**config.mk**
```make
export PLATFORM = sky130hd
export DESIGN_NAME = largest_prime_at_most
export DESIGN_NICKNAME = d
export VERILOG_FILES = /design/src/rtl/lpam_pkg.sv /design/src/rtl/largest_prime_at_most.sv /design/src/rtl/lpam_div.sv /design/src/rtl/lpam_seq.sv
export SDC_FILE = /design/constraint.sdc
export NUM_CORES = 1
export LEC_CHECK = 0
export ABC_CLOCK_PERIOD_IN_PS = 3400
export BUFFER_PORTS_ARGS = -buffer_cell sky130_fd_sc_hd__buf_4
export CAP_MARGIN = 20
export CORE_ASPECT_RATIO = 0.6
export CORE_MARGIN = 4
export CORE_UTILIZATION = 55
export DETAILED_ROUTE_END_ITERATION = 8
export GPL_ROUTABILITY_DRIVEN = 0
export PLACE_DENSITY = 0.73
export SYNTH_ARGS = -nofsm -noshare
export SYNTH_HDL_FRONTEND = slang
export SYNTH_SLANG_ARGS = --single-unit
```
**constraint.sdc**
```tcl
create_clock -name clk_i -period 3.4 [get_ports clk_i]
set_clock_uncertainty 0.1 [all_clocks]
set_input_delay 0.17 -clock clk_i [delete_from_list [all_inputs] [get_ports clk_i]]
set_output_delay 0.17 -clock clk_i [all_outputs]
set_load 0.01 [all_outputs]
```
**src/rtl/lpam_pkg.sv**
```systemverilog
package lpam_pkg;

  typedef logic [3:0] step_t;

  localparam step_t StChk0    = 4'd0;
  localparam step_t StEven    = 4'd1;
  localparam step_t StInitD   = 4'd2;
  localparam step_t StDivGo   = 4'd3;
  localparam step_t StDivWait = 4'd4;
  localparam step_t StCmpQ    = 4'd5;
  localparam step_t StCmpR    = 4'd6;
  localparam step_t StIncD    = 4'd7;
  localparam step_t StDecV    = 4'd8;
  localparam step_t StDone    = 4'd9;

  typedef enum logic [2:0] {
    ActNone  = 3'd0,
    ActInitD = 3'd1,
    ActDivGo = 3'd2,
    ActIncD  = 3'd3,
    ActDecV  = 3'd4,
    ActDone  = 3'd5
  } act_e;

  typedef enum logic [2:0] {
    CndNever   = 3'd0,
    CndAlways  = 3'd1,
    CndVZero   = 3'd2,
    CndVEven   = 3'd3,
    CndDivBusy = 3'd4,
    CndDGtQ    = 3'd5,
    CndRZero   = 3'd6
  } cnd_e;

  typedef struct packed {
    act_e  act;
    cnd_e  cnd;
    step_t target;
  } uword_t;

  typedef struct packed {
    logic v_zero;
    logic v_even;
    logic div_busy;
    logic d_gt_q;
    logic r_zero;
  } flags_t;

  // control store: jump to target when condition holds, else fall through
  function automatic uword_t ucode(step_t s);
    uword_t w;
    case (s)
      StChk0:    w = '{act: ActNone,  cnd: CndVZero,   target: StDone};
      StEven:    w = '{act: ActNone,  cnd: CndVEven,   target: StDecV};
      StInitD:   w = '{act: ActInitD, cnd: CndNever,   target: StChk0};
      StDivGo:   w = '{act: ActDivGo, cnd: CndNever,   target: StChk0};
      StDivWait: w = '{act: ActNone,  cnd: CndDivBusy, target: StDivWait};
      StCmpQ:    w = '{act: ActNone,  cnd: CndDGtQ,    target: StDone};
      StCmpR:    w = '{act: ActNone,  cnd: CndRZero,   target: StDecV};
      StIncD:    w = '{act: ActIncD,  cnd: CndAlways,  target: StDivGo};
      StDecV:    w = '{act: ActDecV,  cnd: CndAlways,  target: StChk0};
      StDone:    w = '{act: ActDone,  cnd: CndNever,   target: StDone};
      default:   w = '{act: ActDone,  cnd: CndNever,   target: StDone};
    endcase
    return w;
  endfunction

endpackage

```
**src/rtl/largest_prime_at_most.sv**
```systemverilog
// Largest value not above n that passes trial division (1 counts as prime).
// Command port: a transaction is taken on a clock edge with start high and
// busy low; busy rises on the next cycle and stays high until the result.
// The result (prime_found_o, input_is_prime_o) is shown for one cycle with
// result_valid_o high; the receiver cannot stall, so it must take it then.
// busy falls in the same cycle that result_valid_o rises, so a new start
// may be taken while the result is being shown.
// Latency is data dependent. A microcoded sequencer walks candidates v from
// n downward; odd v and v = 2 get odd trial divisors d from 3 upward while
// d <= v / d. Each divisor costs one pass of the shared bit-serial divider,
// and each candidate adds sequencer steps of overhead. n = 0 goes straight
// to the result without a division; a prime near 2^32 takes one pass per
// odd divisor up to about its square root, plus the composites scanned
// across the prime gap, each stopping at its smallest divisor.
// Nothing is stored between transactions. Reset clears busy and the strobe;
// a transaction in flight is dropped.
module largest_prime_at_most #(
  parameter int VALUE_WIDTH = 32
) (
  input  logic        clk_i,
  input  logic        rst_ni,
  input  logic        start,
  output logic        busy,
  input  logic [31:0] n_value_i,
  output logic        result_valid_o,
  output logic [31:0] prime_found_o,
  output logic        input_is_prime_o
);

  logic [63:0]            n_64, v_64;
  logic [VALUE_WIDTH-1:0] n_w;
  logic [VALUE_WIDTH-1:0] n_q, v_q, d_q;
  logic [VALUE_WIDTH-1:0] quo, rem;
  logic                   div_busy, div_go, accept;
  lpam_pkg::act_e         act;
  lpam_pkg::flags_t       flags;
  logic                   valid_q;
  logic [31:0]            prime_q;
  logic                   flag_q;

  assign n_64   = {32'd0, n_value_i};
  assign n_w    = n_64[VALUE_WIDTH-1:0];
  assign v_64   = 64'(v_q);
  assign accept = start && !busy;
  assign div_go = (act == lpam_pkg::ActDivGo);

  always_comb begin
    flags.v_zero   = (v_q == '0);
    flags.v_even   = !v_q[0] && (v_q[VALUE_WIDTH-1:2] != '0);
    flags.div_busy = div_busy;
    flags.d_gt_q   = (d_q > quo);
    flags.r_zero   = (rem == '0);
  end

  lpam_seq u_seq (
    .clk_i   (clk_i),
    .rst_ni  (rst_ni),
    .go_i    (start),
    .flags_i (flags),
    .act_o   (act),
    .busy_o  (busy)
  );

  lpam_div #(
    .VALUE_WIDTH (VALUE_WIDTH)
  ) u_div (
    .clk_i      (clk_i),
    .rst_ni     (rst_ni),
    .start_i    (div_go),
    .dividend_i (v_q),
    .divisor_i  (d_q),
    .busy_o     (div_busy),
    .quo_o      (quo),
    .rem_o      (rem)
  );

  always_ff @(posedge clk_i) begin
    if (accept) begin
      n_q <= n_w;
      v_q <= n_w;
    end else begin
      case (act)
        lpam_pkg::ActInitD: d_q <= VALUE_WIDTH'(3);
        lpam_pkg::ActIncD:  d_q <= d_q + VALUE_WIDTH'(2);
        lpam_pkg::ActDecV:  v_q <= v_q - 1'b1;
        lpam_pkg::ActDone: begin
          prime_q <= v_64[31:0];
          flag_q  <= (v_q == n_q) && (n_q != '0);
        end
        default: ;
      endcase
    end
  end

  always_ff @(posedge clk_i or negedge rst_ni) begin
    if (!rst_ni) begin
      valid_q <= 1'b0;
    end else begin
      valid_q <= (act == lpam_pkg::ActDone);
    end
  end

  assign result_valid_o   = valid_q;
  assign prime_found_o    = prime_q;
  assign input_is_prime_o = flag_q;

endmodule

```
**src/rtl/lpam_div.sv**
```systemverilog
module lpam_div #(
  parameter int VALUE_WIDTH = 32
) (
  input  logic                   clk_i,
  input  logic                   rst_ni,
  input  logic                   start_i,
  input  logic [VALUE_WIDTH-1:0] dividend_i,
  input  logic [VALUE_WIDTH-1:0] divisor_i,
  output logic                   busy_o,
  output logic [VALUE_WIDTH-1:0] quo_o,
  output logic [VALUE_WIDTH-1:0] rem_o
);

  localparam int CW = $clog2(VALUE_WIDTH + 1);

  logic [VALUE_WIDTH-1:0] quo_q, quo_d, rem_q, rem_d, dvs_q;
  logic [CW-1:0]          cnt_q, cnt_d;
  logic                   busy_q, busy_d;
  logic [VALUE_WIDTH:0]   shifted, diff;

  // restoring division, one quotient bit per cycle
  always_comb begin
    shifted = {rem_q, quo_q[VALUE_WIDTH-1]};
    diff    = shifted - {1'b0, dvs_q};
    quo_d   = quo_q;
    rem_d   = rem_q;
    cnt_d   = cnt_q;
    busy_d  = busy_q;
    if (start_i) begin
      quo_d  = dividend_i;
      rem_d  = '0;
      cnt_d  = CW'(VALUE_WIDTH);
      busy_d = 1'b1;
    end else if (busy_q) begin
      if (!diff[VALUE_WIDTH]) begin
        rem_d = diff[VALUE_WIDTH-1:0];
        quo_d = {quo_q[VALUE_WIDTH-2:0], 1'b1};
      end else begin
        rem_d = shifted[VALUE_WIDTH-1:0];
        quo_d = {quo_q[VALUE_WIDTH-2:0], 1'b0};
      end
      cnt_d  = cnt_q - 1'b1;
      busy_d = (cnt_q != CW'(1));
    end
  end

  always_ff @(posedge clk_i or negedge rst_ni) begin
    if (!rst_ni) begin
      busy_q <= 1'b0;
      cnt_q  <= '0;
    end else begin
      busy_q <= busy_d;
      cnt_q  <= cnt_d;
    end
  end

  always_ff @(posedge clk_i) begin
    quo_q <= quo_d;
    rem_q <= rem_d;
    if (start_i) begin
      dvs_q <= divisor_i;
    end
  end

  assign busy_o = busy_q;
  assign quo_o  = quo_q;
  assign rem_o  = rem_q;

endmodule

```
**src/rtl/lpam_seq.sv**
```systemverilog
module lpam_seq (
  input  logic              clk_i,
  input  logic              rst_ni,
  input  logic              go_i,
  input  lpam_pkg::flags_t  flags_i,
  output lpam_pkg::act_e    act_o,
  output logic              busy_o
);

  logic             busy_q;
  lpam_pkg::step_t  step_q, step_d;
  lpam_pkg::uword_t uw;
  logic             take;

  always_comb begin
    uw = lpam_pkg::ucode(step_q);
    case (uw.cnd)
      lpam_pkg::CndNever:   take = 1'b0;
      lpam_pkg::CndAlways:  take = 1'b1;
      lpam_pkg::CndVZero:   take = flags_i.v_zero;
      lpam_pkg::CndVEven:   take = flags_i.v_even;
      lpam_pkg::CndDivBusy: take = flags_i.div_busy;
      lpam_pkg::CndDGtQ:    take = flags_i.d_gt_q;
      lpam_pkg::CndRZero:   take = flags_i.r_zero;
      default:              take = 1'b0;
    endcase
    step_d = take ? uw.target : step_q + 1'b1;
  end

  always_ff @(posedge clk_i or negedge rst_ni) begin
    if (!rst_ni) begin
      busy_q <= 1'b0;
      step_q <= lpam_pkg::StChk0;
    end else if (go_i && !busy_q) begin
      busy_q <= 1'b1;
      step_q <= lpam_pkg::StChk0;
    end else if (busy_q) begin
      if (uw.act == lpam_pkg::ActDone) begin
        busy_q <= 1'b0;
      end
      step_q <= step_d;
    end
  end

  assign act_o  = busy_q ? uw.act : lpam_pkg::ActNone;
  assign busy_o = busy_q;

endmodule

```
==> results_dict.tcl, run 1 <==
set metrics [dict create \
    status "completed" \
    path_max_fanout 6 \
    hold_end "n_q[5]$_DFFE_PP_" \
    grt_pass1_vias 9590 \
    fmax_mhz 305 \
    synthCells 1281 \
    pwr-share-comb_pct 45.5 \
    seqPwrFrac_pct 36.2 \
    post-route-min-period_ns 3.28 \
    r2r_end "v_q[20]$_DFFE_PP_" \
    regToRegSetupSlack_ns 0.12 \
    synth_seq_cells 236 \
    antenna_found_initial 0 \
    fin_tns_setup_ns 0 \
    p_sw_mw 5.95 \
    wl_per_cell_um 20.0 \
    die-width_um 208 \
    area_growth_pct 15.8 \
    start_kind "flop" \
    grt.total_usage_pct 25.1 \
    start_util_pct 56.5 \
    hpwl_mm 24.3 \
    synth_top_area_cell "edfxtp_1" \
    dieHeight_um 128 \
    hold_class "in -> reg" \
    ys_types 74 \
    synth_edf_count 191 \
    holdPathStages 2 \
    rr_worst_depth 10 \
    layout_setup_ws_ns 0.122 \
    cts_tree "built" \
    reg2reg_from "v_q[1]$_DFFE_PP_" \
    drtIter0Drc 1238 \
    seq_area_frac_synth_pct 50.8 \
    synthSimpleGateAreaFrac_pct 14.8 \
    multi_input_area_sq_um 5980 \
    ir_worst_vdd_mv 0.499 \
    htree_levels 1 \
    worstMarginPinSlew_ns 0.850 \
    syn_nets 1390 \
    fin_nets 1494 \
    io_buffers 69 \
    maxSlewHeadroom_pct 43.1 \
    core_area_sq_um 23300 \
    die-area_sq_um 26600 \
    vias_per_cell 6.10 \
    cts_buffers 23 \
    grt_start_max_net_pins 73 \
    power.share.clock_pct 18.3 \
    preCtsSetupSlack_ns 0.188 \
    seqCellArea_sq_um 6700 \
    clockBufferDepth 3 \
    syn_area_sq_um 13200 \
    hp-start "n_value_i[5]" \
    finalMaxSlewViolations 0 \
    grt_first_pass_wirelength_mm 53.5 \
    synth_commonest_cells "edfxtp_1 (191), nand2_1 (128), o21ai_0 (110)" \
    synth.avg_cell_area_sq_um 10.3 \
    power_density_nw_per_um2 957 \
    cts.sinks 236 \
    synthFlopType "edfxtp_1" \
    clk_latency_ns 0.52 \
    arrival_ns 3.44 \
    setup.worst_path.end_class "flop" \
    synth_warnings 0 \
    synth_compound_area_share_pct 13.5 \
    drive_gt1_share_pct 11.2 \
    vias 10465 \
    cts_root_buf "clkbuf_16" \
    synth_top_family_by_area "simple AND/OR/NAND/NOR gates" \
    rows 43 \
    path_clk_slew_ns 0.07 \
    cellLeakagePower_nw 5.84 \
    synth.area.mux_share_pct 2.20 \
    nFillCells 1828 \
    first_pass_iters 5 \
    synth_most_common_cell "edfxtp_1" \
    io_pins 70 \
    synth_fa_ha_area_share_pct 7.08 \
    internal_power_mw 8.66 \
    switching_share_pct 40.7 \
    setup_viol 0 \
    crit_required_ns 3.56 \
    async_reset_ff_share_pct 5.51 \
    drt_wl_total_mm 34.3 \
    post-cts-setup-buffers 0 \
    hold_violations 0 \
    synth_area_leaders "edfxtp_1 (43%), ha_1 (6.9%), dfxtp_1 (4.9%)" \
    p_total_mw 14.6 \
    critPathKind "reg -> reg" \
    cap_violations 0 \
    synth_xor_area_share_pct 7.44 \
    diodes 0 \
    final_util_pct 65.4 \
    synth_top_area_share_pct 43.5 \
    drc_errors 0 \
    fin_crit_sh_pct 96.4 \
    globalRouteOverflowTotal 0 \
    antenna_left 0 \
]
-- area by class of cell --
cell class                      instances  area share (%)
Clock buffer                           29            3.92
Timing Repair Buffer                  132            7.22
Multi-Input combinational cell        905            39.1
Inverter                               87            2.14
Tap cell                              315            2.58
Clock inverter                         12            1.12
Sequential cell                       236            43.9
-- cell usage in the layout (no fill, tap or decap), types with 4 or more instances in the layout --
cell type        n
o211ai_1         8
and4_1           4
bufinv_16        4
dlygate4sd3_1   35
inv_1           85
nand2_1        128
mux2i_1         29
o31ai_1          5
dfxtp_1         32
buf_4           95
a31oi_1          4
or2_2            6
nand4_1         24
nor3_1          21
xor2_1          65
nand2b_1         7
a2bb2oi_1        4
and2_1           4
a21oi_1         75
dfrtp_1         13
or3_1           11
o21ai_1         21
a21o_1          20
edfxtp_1       191
o21bai_1         4
xnor2_1         47
nor4_1          32
and3_1           9
nor2_1          83
clkbuf_1         6
nor2b_1          9
ha_1            73
a211oi_1         4
nand3_1         33
clkbuf_16       23
o21ai_0        110
o311ai_0         4
o21a_1           5
-- state kept, by name, summed over array words and instances (netlist names), 4 cells and up --
signal / count
u_div.quo_o: 32
u_seq.step_q: 4
u_div.cnt_q: 6
u_div.rem_o: 32
u_div.dvs_q: 31
n_q: 32
v_q: 32
d_q: 31
prime_found_o: 32
-- power groups by stage --
stage          Clock [mW]  Sequential [mW]  Combinational [mW]
6_report             2.68             5.29                6.65
5_1_grt              2.83             5.39                7.32
4_1_cts              2.71             5.26                6.51
3_5_place_dp            0             5.31                6.41
3_3_place_gp            0             5.27                6.23
2_1_floorplan           0             5.08                4.71
-- stage by stage --
step | instances | instance area, sq um | hold slack (ns)
floorplan | 1281 | 13200 | -0.226
global placement | 1640 | 14100 | -0.0758
detailed placement | 1640 | 14100 | -0.0750
CTS | 1716 | 15300 | 0.254
global route | 1716 | 15300 | 0.260
finish | 1716 | 15300 | 0.277
-- metal layers --
layer / share of wire, % / vias up / wire (um) / global-route usage, %
met1: 47 / 5073 / 16100 / 40.3
met5: 0 / - / 0 / 0
met2: 41 / 499 / 14000 / 34.7
li1: - / 4854 / - / -
met3: 11 / 39 / 3770 / 6.58
met4: 1.4 / 0 / 484 / 3.90
-- timing repair --
item | in CTS | in global routing
endpoints found under the hold margin | 79 | 0
hold buffers | 35 | 0
resized for setup | 0 | 3
setup endpoints to repair | 0 | 4
-- kinds of logic after synthesis --
family                     count (synthesis)
xor gates and xnor gates                 112
and+or+nand+nor                          395
muxes                                     29
AOI/OAI and AO/OA                        295
DFF                                      236
adders and majority gates                 74
buffers and inverters                    140
-- worst max-delay path by stage --
stage	startpoint	cells past startpoint	slack (ns)	endpoint
floorplan	u_seq.step_q[0]$_DFFE_PN0P_	4	0.34	input_is_prime_o$_DFFE_PP_
global placement	u_div.quo_o[31]$_DFFE_PP_	10	0.33	u_div.rem_o[11]$_SDFFE_PP0P_
detailed placement	v_q[1]$_DFFE_PP_	10	0.19	v_q[30]$_DFFE_PP_
CTS	u_div.quo_o[31]$_DFFE_PP_	10	0.16	u_div.rem_o[8]$_SDFFE_PP0P_
global route	v_q[1]$_DFFE_PP_	10	-0.02	v_q[30]$_DFFE_PP_
finish	v_q[1]$_DFFE_PP_	10	0.12	v_q[20]$_DFFE_PP_
-- critical path: stages, from the launching register on --
cell	delay, ns
edfxtp_1	0.48
inv_1	0.16
ha_1	0.20
or3b_1	0.50
nor4_4	0.38
nand2_1	0.25
buf_4	0.21
or2_1	0.28
nor3_1	0.23
xnor2_1	0.16
o21ai_1	0.07
Note: power is estimated with default switching activity, not from simulation.
==> run 2: changes to the inputs <==
Settings changed: ABC_CLOCK_PERIOD_IN_PS 3400 to 4100, CORE_MARGIN 4 to 2, CORE_UTILIZATION 55 to 60, PLACE_DENSITY 0.73 to 0.75.
Clock period 3.4 ns to 4.1 ns, I/O delays scaled along.
==> run 2 against run 1 <==
Register-to-register slack better by 0.39 ns. Sequential cell count is the same. Sequential power down 16%. Combinational power shrank 20%. Final cell count down 3.0%. Routed wire length is 3.2% lower. Die area shrank 13%. Setup slack improved by 0.39 ns. Clock power fell by 24%. Largest cell class unchanged. Highest routed layer unchanged.
==> results_dict.tcl, run 2 (synthesized netlist as in run 1, its figures left out) <==
set metrics [dict create \
    status "completed" \
    drive_gt1_share_pct 10.0 \
    first_pass_iters 5 \
    clockBufferDepth 3 \
    clk_latency_ns 0.53 \
    hpwl_mm 23.2 \
    finalMaxSlewViolations 0 \
    holdPathStages 2 \
    vias 10300 \
    crit_required_ns 4.38 \
    drc_errors 0 \
    rows 41 \
    power_density_nw_per_um2 786 \
    start_kind "flop" \
    seqCellArea_sq_um 6700 \
    drtIter0Drc 1262 \
    htree_levels 1 \
    preCtsSetupSlack_ns 0.568 \
    diodes 0 \
    grt_first_pass_wirelength_mm 52.2 \
    reg2reg_from "u_div.quo_o[31]$_DFFE_PP_" \
    critPathKind "reg -> reg" \
    start_util_pct 61.9 \
    drt_wl_total_mm 33.3 \
    final_cell_area_sq_um 15000 \
    die-width_um 195 \
    crit_path_top_delay_cell "fa_1" \
    cellLeakagePower_nw 5.75 \
    post-cts-setup-buffers 0 \
    multi_input_area_sq_um 5960 \
    worstMarginPinSlew_ns 0.999 \
    arrival_ns 3.86 \
    vias_per_cell 6.19 \
    nFillCells 1568 \
    antenna_left 0 \
    slowest_delay_ns 0.54 \
    antenna_found_initial 0 \
    final_util_pct 70.5 \
    hp-start "n_value_i[1]" \
    hold_slack_ns 0.309 \
    io_pins 70 \
    fin_crit_sh_pct 87.4 \
    wl_per_cell_um 20.0 \
    cts_buffers 23 \
    regToRegSetupSlack_ns 0.52 \
    hold_end "n_q[1]$_DFFE_PP_" \
    place_area_sq_um 14000 \
    setup.worst_path.end_class "flop" \
    cts_tree "built" \
    p_total_mw 11.8 \
    grt_start_max_net_pins 97 \
    fin_nets 1478 \
    globalRouteOverflowTotal 0 \
    dieHeight_um 119 \
    path_cells "fa_1 > a211oi_2 > o311ai_4 > a31oi_2 > nor4_4 > o21a_2 > o211ai_4 > buf_12 > mux2i_1 > a21oi_1" \
    setup_viol 0 \
    rr_worst_depth 10 \
    ir_worst_vdd_mv 0.543 \
    final_cell_mix "edfxtp_1 (191), nand2_1 (128), o21ai_0 (110)" \
    layout_setup_ws_ns 0.516 \
    cap_violations 0 \
    grt_pass1_vias 9434 \
    die-area_sq_um 23200 \
    cts_root_buf "clkbuf_16" \
    final_common_cell "edfxtp_1" \
    hold_violations 0 \
    post-route-min-period_ns 3.58 \
    dp.cells 1588 \
    grt.total_usage_pct 28.5 \
    r2r_end "u_div.rem_o[15]$_SDFFE_PP0P_" \
    path_clk_slew_ns 0.07 \
    path_max_fanout 27 \
    cts.sinks 236 \
    core_area_sq_um 21300 \
    rsz0062_at_grt "no" \
    fmax_mhz 279 \
    io_buffers 69 \
    maxSlewHeadroom_pct 33.4 \
    hold_class "in -> reg" \
    area_growth_pct 13.9 \
    fin_tns_setup_ns 0 \
    final_cell_count_no_fill 1665 \
]
run 2: cell count changes in the layout (fill, tap and decap cells not counted), moves of 2 or more:
cell	change
buf_4	-16
clkinv_2	+3
bufinv_16	-3
inv_6	+2
clkinvlp_4	-2
clkinv_1	+2
run 2: critical path: cells and delay by family, from the launching register on:
family                     cells  cell delay (ns)
AOI/OAI and AO/OA              6             1.61
adders and majority gates      1             0.54
buffers and inverters          1             0.29
DFF                            1             0.49
muxes                          1             0.24
and+or+nand+nor                1             0.13
run 2: how the worst max path moves through the flow:
stage,startpoint,to,slack (ns)
2_1_floorplan,u_seq.step_q[0]$_DFFE_PN0P_,d_q[10]$_SDFFCE_PP0P_,0.64
3_3_place_gp,u_div.quo_o[31]$_DFFE_PP_,u_div.rem_o[10]$_SDFFE_PP0P_,0.71
3_5_place_dp,u_div.quo_o[31]$_DFFE_PP_,u_div.rem_o[15]$_SDFFE_PP0P_,0.57
4_1_cts,u_div.quo_o[31]$_DFFE_PP_,u_div.rem_o[15]$_SDFFE_PP0P_,0.53
5_1_grt,u_div.quo_o[31]$_DFFE_PP_,u_div.rem_o[10]$_SDFFE_PP0P_,0.35
6_report,u_div.quo_o[31]$_DFFE_PP_,u_div.rem_o[15]$_SDFFE_PP0P_,0.52
run 2: routing by layer:
| metal | GRT usage [%] | up-vias | wire length (um) |
|---|---|---|---|
| met5 | 0 | - | 0 |
| met4 | 4.29 | 0 | 408 |
| met3 | 6.49 | 45 | 3510 |
| met2 | 39.3 | 512 | 13700 |
| met1 | 46.1 | 4907 | 15600 |
| li1 | - | 4836 | - |
run 2: timing repair:
action                    in CTS  in global routing
hold buffers                  35                  0
resized for setup              0                  0
hold endpoints to repair      79                  0
run 2: cell type report:
cell class | count | share of cell area (%)
Timing Repair Buffer | 116 | 6.55
Sequential cell | 236 | 44.6
Clock buffer | 28 | 3.96
Clock inverter | 14 | 0.725
Tap cell | 279 | 2.32
Inverter | 87 | 2.17
Multi-Input combinational cell | 905 | 39.7
run 2: report_power, final:
| part | total, mW | leakage, nW | switching (mW) | internal (mW) |
|---|---|---|---|---|
| Clock | 2.04 | 0.351 | 0.931 | 1.11 |
| Sequential | 4.47 | 2.22 | 0.802 | 3.67 |
| Combinational | 5.30 | 3.18 | 3.14 | 2.16 |
| Total | 11.8 | 5.75 | 4.87 | 6.94 |
==> run 3: changes to the inputs <==
Settings changed: PLACE_DENSITY 0.75 to 0.78.
==> run 3 against run 2 <==
Sequential share of layout area grew 0.10 points. Final area down 0.23%. Fmax up 0.85%. Clock-buffer cell count increased by 1. Largest cell class unchanged.
==> results_dict.tcl, run 3 (synthesized netlist as in run 1, its figures left out) <==
set metrics [dict create \
    grt_start_max_net_pins 97 \
    die-width_um 195 \
    io_buffers 69 \
    path_cells "fa_1 > a211oi_2 > o311ai_4 > a31oi_2 > nor4_4 > o21a_2 > o211ai_4 > buf_12 > mux2i_1 > a21oi_1" \
    globalRouteOverflowTotal 0 \
    arrival_ns 3.85 \
    p_total_mw 11.8 \
    first_pass_iters 5 \
    grt_pass1_vias 9644 \
    place_area_sq_um 13900 \
    hold_buffers 35 \
    post-route-min-period_ns 3.55 \
    area_growth_pct 13.6 \
    worstMarginPinSlew_ns 1.00 \
    rows 41 \
    start_util_pct 61.9 \
    dieHeight_um 119 \
    core_area_sq_um 21300 \
    drt_wl_total_mm 33.8 \
    cts_root_buf "clkbuf_16" \
    start_kind "flop" \
    use_met2_pct 40.9 \
    grt_first_pass_wirelength_mm 53.4 \
    hpwl_mm 23.4 \
    ir_worst_vdd_mv 0.812 \
    post-cts-setup-buffers 0 \
    antenna_left 0 \
    met1_usage_pct 45.8 \
    vias 10279 \
    final_util_pct 70.4 \
    fin_nets 1476 \
    hold_violations 0 \
    cellLeakagePower_nw 5.72 \
    clk_latency_ns 0.53 \
    seqCellArea_sq_um 6700 \
    maxSlewHeadroom_pct 33.1 \
    final_cell_mix "edfxtp_1 (191), nand2_1 (128), o21ai_0 (110)" \
    cts.sinks 236 \
    die-area_sq_um 23200 \
    drtIter0Drc 1272 \
    power_density_nw_per_um2 789 \
    clockBufferDepth 3 \
    crit_path_top_delay_cell "fa_1" \
    setup_viol 0 \
    drive_gt1_share_pct 9.77 \
    cap_violations 0 \
    io_pins 70 \
    wl_per_cell_um 20.4 \
    critPathKind "reg -> reg" \
    diodes 0 \
    hold_class "in -> reg" \
    cts_resized 0 \
    status "completed" \
    hold_slack_ns 0.304 \
    busiest_layer "met1" \
    drc_errors 0 \
    path_clk_slew_ns 0.07 \
    grt.total_usage_pct 29.3 \
    final_common_cell "edfxtp_1" \
    cts_tree "built" \
    fmax_mhz 281 \
    vias_per_cell 6.19 \
    multi_input_area_sq_um 5960 \
    nFillCells 1503 \
    fin_crit_sh_pct 86.7 \
    rsz0062_at_grt "no" \
    finalMaxSlewViolations 0 \
    final_cell_area_sq_um 15000 \
    slowest_delay_ns 0.53 \
    crit_required_ns 4.39 \
    cts_buffers 22 \
    antenna_found_initial 1 \
    met3_usage_pct 8.27 \
    fin_tns_setup_ns 0 \
    setup.worst_path.end_class "flop" \
    path_max_fanout 27 \
    htree_levels 1 \
]
==> run 3: metrics by stage <==
step | instances | setup WS (ns)
finish | 1661 | 0.546
global route | 1661 | 0.348
CTS | 1660 | 0.588
detailed placement | 1586 | 0.616
global placement | 1586 | 0.742
floorplan | 1281 | 0.639
==> run 3: layer usage <==
layer / up-vias / share of wire, %
met5: - / 0.030
met4: 2 / 1.2
met3: 42 / 12
met2: 536 / 41
met1: 4875 / 46
li1: 4824 / -
==> run 3: worst paths after layout <==
| kind | startpoint | end | slack, ns | depth (start not counted) |
|---|---|---|---|---|
| worst max-delay path | u_div.quo_o[31]$_DFFE_PP_ | u_div.rem_o[6]$_SDFFE_PP0P_ | 0.55 | 10 |
| worst min-delay path | n_value_i[2] | n_q[2]$_DFFE_PP_ | 0.30 | 2 |
| max in group asynchronous | rst_ni | u_div.busy_o$_DFF_PN0_ | 2.84 | 3 |
| worst min register to register | u_div.rem_o[21]$_SDFFE_PP0P_ | u_div.rem_o[21]$_SDFFE_PP0P_ | 0.40 | 2 |
| worst max register to register | u_div.quo_o[31]$_DFFE_PP_ | u_div.rem_o[6]$_SDFFE_PP0P_ | 0.55 | 10 |
| min in group asynchronous | rst_ni | u_seq.step_q[0]$_DFFE_PN0P_ | 0.66 | 3 |
==> run 3: critical path: cells and delay by family (launching register included) <==
family | cells | cell delay [ns]
simple gates | 1 | 0.13
mux | 1 | 0.25
fa+ha+maj | 1 | 0.53
buf+inv | 1 | 0.30
compound gates | 6 | 1.61
flops | 1 | 0.48
==> run 3: layout make-up <==
| cell class | instances | area share, % |
|---|---|---|
| sequential | 236 | 44.7 |
| multi-input combinational | 905 | 39.7 |
| tap | 279 | 2.33 |
| inverter | 87 | 2.18 |
| clock inverter | 10 | 0.518 |
| timing repair buffer | 115 | 6.51 |
| clock buffer | 29 | 3.99 |
==> run 3: where the power goes <==
group          leakage [nW]  internal, mW  switching, mW
Combinational          3.18          2.16           3.19
Sequential             2.22          3.67          0.794
Clock                 0.328          1.09          0.914
Total                  5.72          6.93           4.90
